$ cat src/design/hqm_pkg.sv
package hqm_pkg;

	// Datapath widths, fixed by the field widths of the item
	localparam int D_W        = 26;  // difference vector component
	localparam int LEN_W      = 46;  // squared length
	localparam int L_W        = 23;  // integer square root
	localparam int NUM_W      = 40;  // rounding division numerator
	localparam int Q_W        = 15;  // unit vector magnitude
	localparam int CNT_W      = 5;
	localparam int SQRT_ITERS = 23;
	localparam int DIV_ITERS  = 15;
	localparam int RD_LAST    = 4;   // five height reads in ST_RD, after the center read in ST_HC

	localparam logic [11:0] CS_RESET  = 12'd256;
	localparam logic [2:0]  SLOT_LAST = 3'd5;

	typedef enum logic [3:0] {
		ST_IDLE,
		ST_HC,
		ST_RD,
		ST_POS,
		ST_LOAD,
		ST_SQ,
		ST_SQRT_INIT,
		ST_SQRT,
		ST_DIV_INIT,
		ST_DIV,
		ST_DIV_ST,
		ST_CROSS_A,
		ST_CROSS_B,
		ST_EMIT
	} state_t;

	typedef enum logic [3:0] {
		OP_NONE,
		OP_POS,
		OP_LOAD,
		OP_SQ,
		OP_SQRT_INIT,
		OP_SQRT,
		OP_DIV_INIT,
		OP_DIV,
		OP_DIV_ST,
		OP_CROSS_A,
		OP_CROSS_B,
		OP_EMIT
	} op_t;

	typedef enum logic [2:0] {
		RS_CENTER,
		RS_X,
		RS_Z,
		RS_DIAG,
		RS_NB
	} rsel_t;

	typedef enum logic [2:0] {
		CAP_NONE,
		CAP_HC,
		CAP_SUM,
		CAP_ADD,
		CAP_HN
	} cap_t;

	typedef struct packed {
		logic             rd_en;
		rsel_t            rsel;
		cap_t             cap;
		op_t              op;
		logic [CNT_W-1:0] idx;
		logic             vsel;  // 0: vector to center, 1: vector to neighbor
		logic [2:0]       slot;
	} cmd_t;

	function automatic logic corner_x(input logic [2:0] s);
		logic r;
		case (s)
			3'd1, 3'd3, 3'd4: r = 1'b1;
			default:          r = 1'b0;
		endcase
		return r;
	endfunction

	function automatic logic corner_z(input logic [2:0] s);
		logic r;
		case (s)
			3'd2, 3'd4, 3'd5: r = 1'b1;
			default:          r = 1'b0;
		endcase
		return r;
	endfunction

	function automatic logic signed [1:0] nb_x(input logic [2:0] s);
		logic signed [1:0] r;
		case (s)
			3'd1, 3'd3: r = 2'sd1;
			3'd2, 3'd5: r = -2'sd1;
			default:    r = 2'sd0;
		endcase
		return r;
	endfunction

	function automatic logic signed [1:0] nb_z(input logic [2:0] s);
		logic signed [1:0] r;
		case (s)
			3'd0:    r = -2'sd1;
			3'd4:    r = 2'sd1;
			default: r = 2'sd0;
		endcase
		return r;
	endfunction

	function automatic logic [1:0] next3(input logic [1:0] c);
		logic [1:0] r;
		case (c)
			2'd0:    r = 2'd1;
			2'd1:    r = 2'd2;
			default: r = 2'd0;
		endcase
		return r;
	endfunction

endpackage

$ cat src/design/hqm_ctrl.sv
module hqm_ctrl (
	input  logic          clk,
	input  logic          arst_n,
	input  logic          start,
	input  logic          cmd,
	output logic          busy,
	output hqm_pkg::cmd_t dp_cmd
);

	hqm_pkg::state_t               state_q, state_d;
	logic [hqm_pkg::CNT_W-1:0]     cnt_q, cnt_d;
	logic [1:0]                    comp_q, comp_d;
	logic                          vsel_q, vsel_d;
	logic [2:0]                    slot_q, slot_d;

	always_ff @(posedge clk or negedge arst_n) begin
		if (!arst_n) begin
			state_q <= hqm_pkg::ST_IDLE;
			cnt_q   <= '0;
			comp_q  <= '0;
			vsel_q  <= 1'b0;
			slot_q  <= '0;
		end else begin
			state_q <= state_d;
			cnt_q   <= cnt_d;
			comp_q  <= comp_d;
			vsel_q  <= vsel_d;
			slot_q  <= slot_d;
		end
	end

	always_comb begin
		state_d = state_q;
		cnt_d   = cnt_q;
		comp_d  = comp_q;
		vsel_d  = vsel_q;
		slot_d  = slot_q;
		busy    = 1'b1;
		dp_cmd       = '0;
		dp_cmd.rsel  = hqm_pkg::RS_CENTER;
		dp_cmd.cap   = hqm_pkg::CAP_NONE;
		dp_cmd.op    = hqm_pkg::OP_NONE;
		dp_cmd.vsel  = vsel_q;
		dp_cmd.slot  = slot_q;
		unique case (state_q)
			hqm_pkg::ST_IDLE: begin
				busy = 1'b0;
				if (start && cmd) begin
					slot_d  = '0;
					state_d = hqm_pkg::ST_HC;
				end
			end
			hqm_pkg::ST_HC: begin
				dp_cmd.rd_en = 1'b1;
				dp_cmd.rsel  = hqm_pkg::RS_CENTER;
				cnt_d   = '0;
				state_d = hqm_pkg::ST_RD;
			end
			hqm_pkg::ST_RD: begin
				dp_cmd.rd_en = 1'b1;
				case (cnt_q)
					5'd0:    dp_cmd.rsel = hqm_pkg::RS_CENTER;
					5'd1:    dp_cmd.rsel = hqm_pkg::RS_X;
					5'd2:    dp_cmd.rsel = hqm_pkg::RS_Z;
					5'd3:    dp_cmd.rsel = hqm_pkg::RS_DIAG;
					default: dp_cmd.rsel = hqm_pkg::RS_NB;
				endcase
				case (cnt_q)
					5'd0:    dp_cmd.cap = hqm_pkg::CAP_HC;
					5'd1:    dp_cmd.cap = hqm_pkg::CAP_SUM;
					default: dp_cmd.cap = hqm_pkg::CAP_ADD;
				endcase
				if (cnt_q == hqm_pkg::CNT_W'(hqm_pkg::RD_LAST)) begin
					state_d = hqm_pkg::ST_POS;
				end else begin
					cnt_d = cnt_q + 1'b1;
				end
			end
			hqm_pkg::ST_POS: begin
				dp_cmd.cap = hqm_pkg::CAP_HN;
				dp_cmd.op  = hqm_pkg::OP_POS;
				vsel_d  = 1'b0;
				state_d = hqm_pkg::ST_LOAD;
			end
			hqm_pkg::ST_LOAD: begin
				dp_cmd.op = hqm_pkg::OP_LOAD;
				cnt_d   = '0;
				state_d = hqm_pkg::ST_SQ;
			end
			hqm_pkg::ST_SQ: begin
				dp_cmd.op  = hqm_pkg::OP_SQ;
				dp_cmd.idx = cnt_q;
				if (cnt_q == 5'd2) begin
					state_d = hqm_pkg::ST_SQRT_INIT;
				end else begin
					cnt_d = cnt_q + 1'b1;
				end
			end
			hqm_pkg::ST_SQRT_INIT: begin
				dp_cmd.op = hqm_pkg::OP_SQRT_INIT;
				cnt_d   = hqm_pkg::CNT_W'(hqm_pkg::SQRT_ITERS - 1);
				state_d = hqm_pkg::ST_SQRT;
			end
			hqm_pkg::ST_SQRT: begin
				dp_cmd.op  = hqm_pkg::OP_SQRT;
				dp_cmd.idx = cnt_q;
				if (cnt_q == '0) begin
					comp_d  = '0;
					state_d = hqm_pkg::ST_DIV_INIT;
				end else begin
					cnt_d = cnt_q - 1'b1;
				end
			end
			hqm_pkg::ST_DIV_INIT: begin
				dp_cmd.op  = hqm_pkg::OP_DIV_INIT;
				dp_cmd.idx = hqm_pkg::CNT_W'(comp_q);
				cnt_d   = hqm_pkg::CNT_W'(hqm_pkg::DIV_ITERS - 1);
				state_d = hqm_pkg::ST_DIV;
			end
			hqm_pkg::ST_DIV: begin
				dp_cmd.op  = hqm_pkg::OP_DIV;
				dp_cmd.idx = cnt_q;
				if (cnt_q == '0) begin
					state_d = hqm_pkg::ST_DIV_ST;
				end else begin
					cnt_d = cnt_q - 1'b1;
				end
			end
			hqm_pkg::ST_DIV_ST: begin
				dp_cmd.op  = hqm_pkg::OP_DIV_ST;
				dp_cmd.idx = hqm_pkg::CNT_W'(comp_q);
				if (comp_q != 2'd2) begin
					comp_d  = comp_q + 1'b1;
					state_d = hqm_pkg::ST_DIV_INIT;
				end else if (!vsel_q) begin
					vsel_d  = 1'b1;
					state_d = hqm_pkg::ST_LOAD;
				end else begin
					comp_d  = '0;
					state_d = hqm_pkg::ST_CROSS_A;
				end
			end
			hqm_pkg::ST_CROSS_A: begin
				dp_cmd.op  = hqm_pkg::OP_CROSS_A;
				dp_cmd.idx = hqm_pkg::CNT_W'(comp_q);
				state_d = hqm_pkg::ST_CROSS_B;
			end
			hqm_pkg::ST_CROSS_B: begin
				dp_cmd.op  = hqm_pkg::OP_CROSS_B;
				dp_cmd.idx = hqm_pkg::CNT_W'(comp_q);
				if (comp_q != 2'd2) begin
					comp_d  = comp_q + 1'b1;
					state_d = hqm_pkg::ST_CROSS_A;
				end else begin
					state_d = hqm_pkg::ST_EMIT;
				end
			end
			hqm_pkg::ST_EMIT: begin
				dp_cmd.op = hqm_pkg::OP_EMIT;
				if (slot_q == hqm_pkg::SLOT_LAST) begin
					state_d = hqm_pkg::ST_IDLE;
				end else begin
					slot_d  = slot_q + 1'b1;
					state_d = hqm_pkg::ST_HC;
				end
			end
			default: begin
				state_d = hqm_pkg::ST_IDLE;
			end
		endcase
	end

endmodule

$ cat config.mk
export PLATFORM = sky130hd
export DESIGN_NAME = hqm_ctrl
export DESIGN_NICKNAME = d
export VERILOG_FILES = /design/src/design/hqm_pkg.sv /design/src/design/hqm_ctrl.sv
export SDC_FILE = /design/constraint.sdc
export NUM_CORES = 1
export LEC_CHECK = 0
export BUFFER_PORTS_ARGS = -buffer_cell sky130_fd_sc_hd__buf_2
export CAP_MARGIN = 20
export CORE_MARGIN = 1.5
export CORE_UTILIZATION = 53
export CTS_BUF_LIST = sky130_fd_sc_hd__clkbuf_8
export DETAILED_ROUTE_END_ITERATION = 7
export PLACE_DENSITY = 0.78
export SLEW_MARGIN = 20
export SYNTH_ARGS = -nofsm -noshare
export SYNTH_HDL_FRONTEND = slang
export SYNTH_SLANG_ARGS = --single-unit
$ cat constraint.sdc
create_clock -name clk -period 2.05 [get_ports clk]
set_input_delay 0.1025 -clock clk [delete_from_list [all_inputs] [get_ports clk]]
set_output_delay 0.1025 -clock clk [all_outputs]
set_load 0.005 [all_outputs]
After elaboration in Yosys (flattened, before gate mapping)
Cells that the tools add are included.

Logic and storage cells: 87. Latch bits: 0. Memories: 0. Register bits after elaboration: 15. RAM bits: 0. Memory bits (read-only): 0. Input port bits: 4.

Divide/modulo/power cells: 0. Add/sub/neg operators: 4. Multiply operators: 0. Multiplexer cells: 31. Order comparisons: 0. Shift operators: 0. Reductions and logical operators: 16. Bitwise operators: 0. Equal/unequal tests: 31.

Operator list (count): $pmux W4 S14 (1); $pmux W4 S11 (1); $pmux W5 S6 (1); $mux W4 (7); $eq A4 B4 Y1 const B (6); $ne A2 B2 Y1 const B (12); $eq A4 B3 Y1 const B (4); $mux W5 (3); $pmux W3 S2 (2); $pmux W3 S4 (1); $eq A5 B2 Y1 const B (2); $pmux W5 S2 (1); $mux W3 (3); $eq A4 B2 Y1 const B (2); $mux W2 (4); $pmux W4 S2 (1); $reduce_and A4 Y1 (2); $pmux W2 S3 (1); $reduce_bool A6 Y1 (1); $add A5 B1 Y5 const B (1); $eq A5 B1 Y1 const B (1); $eq A5 B3 Y1 const B (1); $logic_not A5 Y1 (1); $reduce_and A5 Y1 (1); 18 further kinds (22).

Logic depth before layout (Yosys ltp)
Word-level depth: 4. Gate-level depth with buffers: 8. Depth with buffers taken out: 7.

Worst setup path after synthesis
No wires, ideal clock.

Kind: register to register. Start point: reg cnt_q[0] in the netlist's numbering. End point: reg cnt_q[0] in the netlist's numbering. Path slack: -0.060 ns. Stages on the path, launching flop included: 9. Arrival: 1.985 ns. Library setup time: 0.125 ns. Path through: dfrtp_1 inv_1 ha_1 nor4bb_2 o21bai_2 a21oi_2 or3_1 buf_6 mux2_4.

Word-level cells in the longest chain between the ends: 3.

RTL lines: start, declared (RTL line hqm_ctrl.sv:11) `logic [hqm_pkg::CNT_W-1:0] cnt_q, cnt_d;`; start signal, assigned (RTL line hqm_ctrl.sv:25) `cnt_q <= cnt_d;`; $sub A5 B1 Y5, or another cell as far along (RTL line hqm_ctrl.sv:111, hqm_ctrl.sv:126); $mux W5, or another cell as far along (RTL line hqm_ctrl.sv:107, hqm_ctrl.sv:123); $pmux W5 S6 or $reduce_and A4 Y1 (tied branches).

Several ways; a longest one is shown, not always the timed one. The select of a mux whose other input is x is not followed. A chain may end at the register's enable or synchronous reset.

Final worst setup path
Start point: reg cnt_q[0] in the netlist's numbering. End point: reg comp_q[0].

Word-level cells in the longest chain between the ends: 3.

RTL lines: $logic_not A5 Y1 (RTL line hqm_ctrl.sv:107) `if (cnt_q == '0) begin`; $ne A2 B2 Y1 (no line); $reduce_and A4 Y1 (no line); end signal, assigned (RTL line hqm_ctrl.sv:26) `comp_q <= comp_d;`; end, declared (RTL line hqm_ctrl.sv:12) `logic [1:0] comp_q, comp_d;`.

No other way between the ends.

==> impl_summary.log <==
[metrics] result of the run: finished clean
[metrics] WP data arrival: 2110 ps
[metrics] number of antenna violations at the first check in global routing: 0
[metrics] setup skew after layout: 8.46 ps
[metrics] required arrival time at the worst endpoint: 2200 ps
[metrics] yosys synthesis warning count: 0
[metrics] share of synthesized area occupied by flip-flops and latches: 22.7%
[metrics] Worst setup SP type: flop
[metrics] antenna violation net count after detailed routing: 0
[metrics] filler instances: 254
[metrics] unique cell type count in the Yosys netlist: 62
[metrics] dominant combinational cell family by area after synthesis: simple AND/OR/NAND/NOR gates
[metrics] FFs w/ async S/R, synth: 100%
[metrics] type of element capturing the critical path: flop
[metrics] area inside the core boundary: 3000 um2
[metrics] arithmetic-cell share of the synthesized area counting full adders, half adders and majority gates: 7.57%
[metrics] via density per instance: 6.20
[metrics] Worst Path Max Fanout: 7
[metrics] simple-gate share of the synthesized area: 27.2%
[metrics] floorplan die height: 58.8 um
[metrics] Clock Pin Slew Worst Setup and Hold Paths: 70 ps
[metrics] max-slew violation total from the final report: 0
[metrics] slew at the pin with the worst max-slew slack: 382 ps
[metrics] number of search-and-repair iterations in the first detailed-routing pass: 4
[metrics] final RePlAce weighted congestion: 1.07
[metrics] Cell Area, Synth: 1650 um2
[metrics] Mean Syn Cell Area: 8.06 um2
[metrics] Cell Area, Placed: 1910 um2
[metrics] hpwl dp: 3470 um
[metrics] setup slack at placement: 58.7 ps
[metrics] number of placed I/O pins: 25
[metrics] remaining global-route overflow: 0
[metrics] latest clock arrival within the worst-skew pair: 260 ps
[metrics] number of standard cells after synthesis: 205
[metrics] post-detailed-routing wire length: 4510 um
[metrics] unrepaired setup endpoints after global routing: yes
[metrics] Max clock buf depth: 2
[metrics] time the worst path needs with I/O delays and setup: 1960 ps
[metrics] area taken by multi-input logic gates: 1120 um2
[metrics] smallest setup slack after layout: 85.2 ps
[metrics] flop and latch count out of synthesis: 15
[metrics] share of layout cells above drive strength 1: 31.3%
[metrics] TritonCTS clock tree: done
[metrics] number of enable-type register cells in the synthesized netlist: 0
[metrics] Initial Util: 55.0%
[metrics] final cell count without fillers: 279
[metrics] Pleak: 0.891 nW
[metrics] diodes inserted: 0
[metrics] via count of the first global-routing pass: 1542
[metrics] Final Cycle Share: 95.8%
[metrics] Compound-Gate Fraction of Synth Area: 26.7%
[metrics] FF+latch area: 380 um2
[metrics] finished layout cell area: 1970 um2
[metrics] maximum clock rate: 509 MHz
[metrics] Die X-Extent: 58.8 um
[metrics] most frequent cells in the layout: buf_4 (29), buf_2 (24), nand2_1 (20), nor2_1 (19), o21ai_0 (14)
[metrics] post-CTS setup buffer count: 0
[metrics] Critical Setup Path Class: flop to flop
[metrics] setup-violating endpoint count in the final report: 0
[metrics] number of input and output port buffers inserted: 24
[metrics] number of sinks handled by clock tree synthesis: 15
[metrics] Max rail drop VDD: 0.332 mV
[metrics] Fin. Hold Viols: 0
[metrics] XOR/XNOR share of the synthesized area: 2.12%
[metrics] total power: 0.560 mW
[metrics] top flip-flop cell by instance count after synthesis: dfrtp_1
[metrics] headroom to the max-slew limit: 74.6%
[metrics] number of buffers added by the clock tree synthesis step: 3
[metrics] utilization after layout: 65.8%
[metrics] global-route wire length before repair: 7530 um
[metrics] number of placement rows: 20
[metrics] CTS root buffer: clkbuf_8
[metrics] area growth from synthesis to layout: 19.5%
[metrics] global-route usage over all layers: 28.8%
[metrics] multiplexer share of the synthesized area: 3.71%
[metrics] nets@finish: 261
[metrics] number of DRC violations after detailed-routing iteration 0: 120
[metrics] H-tree depth reported by CTS: 1
[metrics] max-capacitance violation count: 0
[metrics] overall via count from detail_route: 1730
[metrics] maximum number of pins on one net before global-route repair: 18
[metrics] leading cell type in the layout, fill and taps excluded: buf_4
[metrics] Tightest Hold Check Type: primary input to asynchronous set/reset pin
[metrics] per-cell routed wire length: 16.2 um
[metrics] Remaining DRCs: 0
[metrics] Pwr Density: 284 nW/um2
[metrics] nets in the synthesized netlist: 219
[metrics] Die ar.: 3460 um2
[metrics] Cell Count Post-Placement: 274
-- metal layers --
metal	track usage, %	vias to the layer above	wire length [um]
met3	3.74	12	355
li1	-	842	-
met2	44.6	79	2040
met4	7.47	0	83
met1	42.2	797	2030
met5	0	-	0
-- layout make-up --
cell class	count	share of cell area [%]
clock inverter	1	0.190
clock buffer	3	2.09
sequential	15	19.3
inverter	10	1.90
multi-input combinational	163	56.8
tap	33	2.09
timing repair buffer	54	17.6
-- worst paths after layout --
kind	from	to	slack [ps]	depth (start not counted)
setup / recovery	cnt_q[0]	comp_q[0]	90	8
hold / removal	arst_n	vsel_q	290	2
setup reg to reg	cnt_q[0]	comp_q[0]	90	8
hold reg to reg	slot_q[1]	slot_q[1]	540	2
max in group asynchronous	arst_n	cnt_q[0]	1450	2
min in group clk	cmd	state_q[0]	320	5
-- per-stage QoR --
step,hold slack (ps),TNS [ps]
floorplan,-193,0
global placement,35.5,0
detailed placement,36.4,0
CTS,302,0
global route,332,-9.50
finish,291,0
-- worst max-delay path: stages, from the launching register on --
cell     delay [ps]
dfrtp_2         400
inv_1            70
buf_4           130
ha_2            190
nor4b_1          50
o31ai_1         260
o31a_2          270
and2_4          180
mux2_4          300
-- sequential cells by signal, indices dropped and copies added (netlist names) --
signal   count
cnt_q        5
state_q      4
slot_q       3
comp_q       2
vsel_q       1
-- kinds of logic after synthesis --
kind of cell | Yosys count
AND/OR/NAND/NOR | 81
AO/OA/AOI/OAI | 63
buffers and inverters | 27
flip-flops | 15
adder cells (fa/ha/maj) | 10
multiplexers | 5
XOR/XNOR | 4
-- synth_stat cells, types with 4 or more instances --
cell     number  area, um2
o31ai_1       4       30.0
inv_1        10       37.5
o21ai_0      15       75.1
a21oi_1       6       30.0
ha_1         10        125
nand2_1      20       75.1
dfrtp_1      15        375
nand3_1       6       30.0
buf_2         4       20.0
buf_6         5       56.3
nor2_1       19       71.3
nor3_1        7       35.0
a31oi_1       6       37.5
-- power breakdown --
group	total [mW]	internal (mW)	switching [mW]
Sequential	0.296	0.296	0
Clock	0.254	0.133	0.120
Combinational	0.0109	0.00344	0.00741
Total	0.560	0.433	0.128
-- what timing repair did --
action,CTS,global route
hold buffers,1,0
resized for setup,1,5
endpoints found under the setup margin,1,7
pin swaps,0,0
endpoints found under the hold margin,15,0
(Power assumes the default switching activity.)
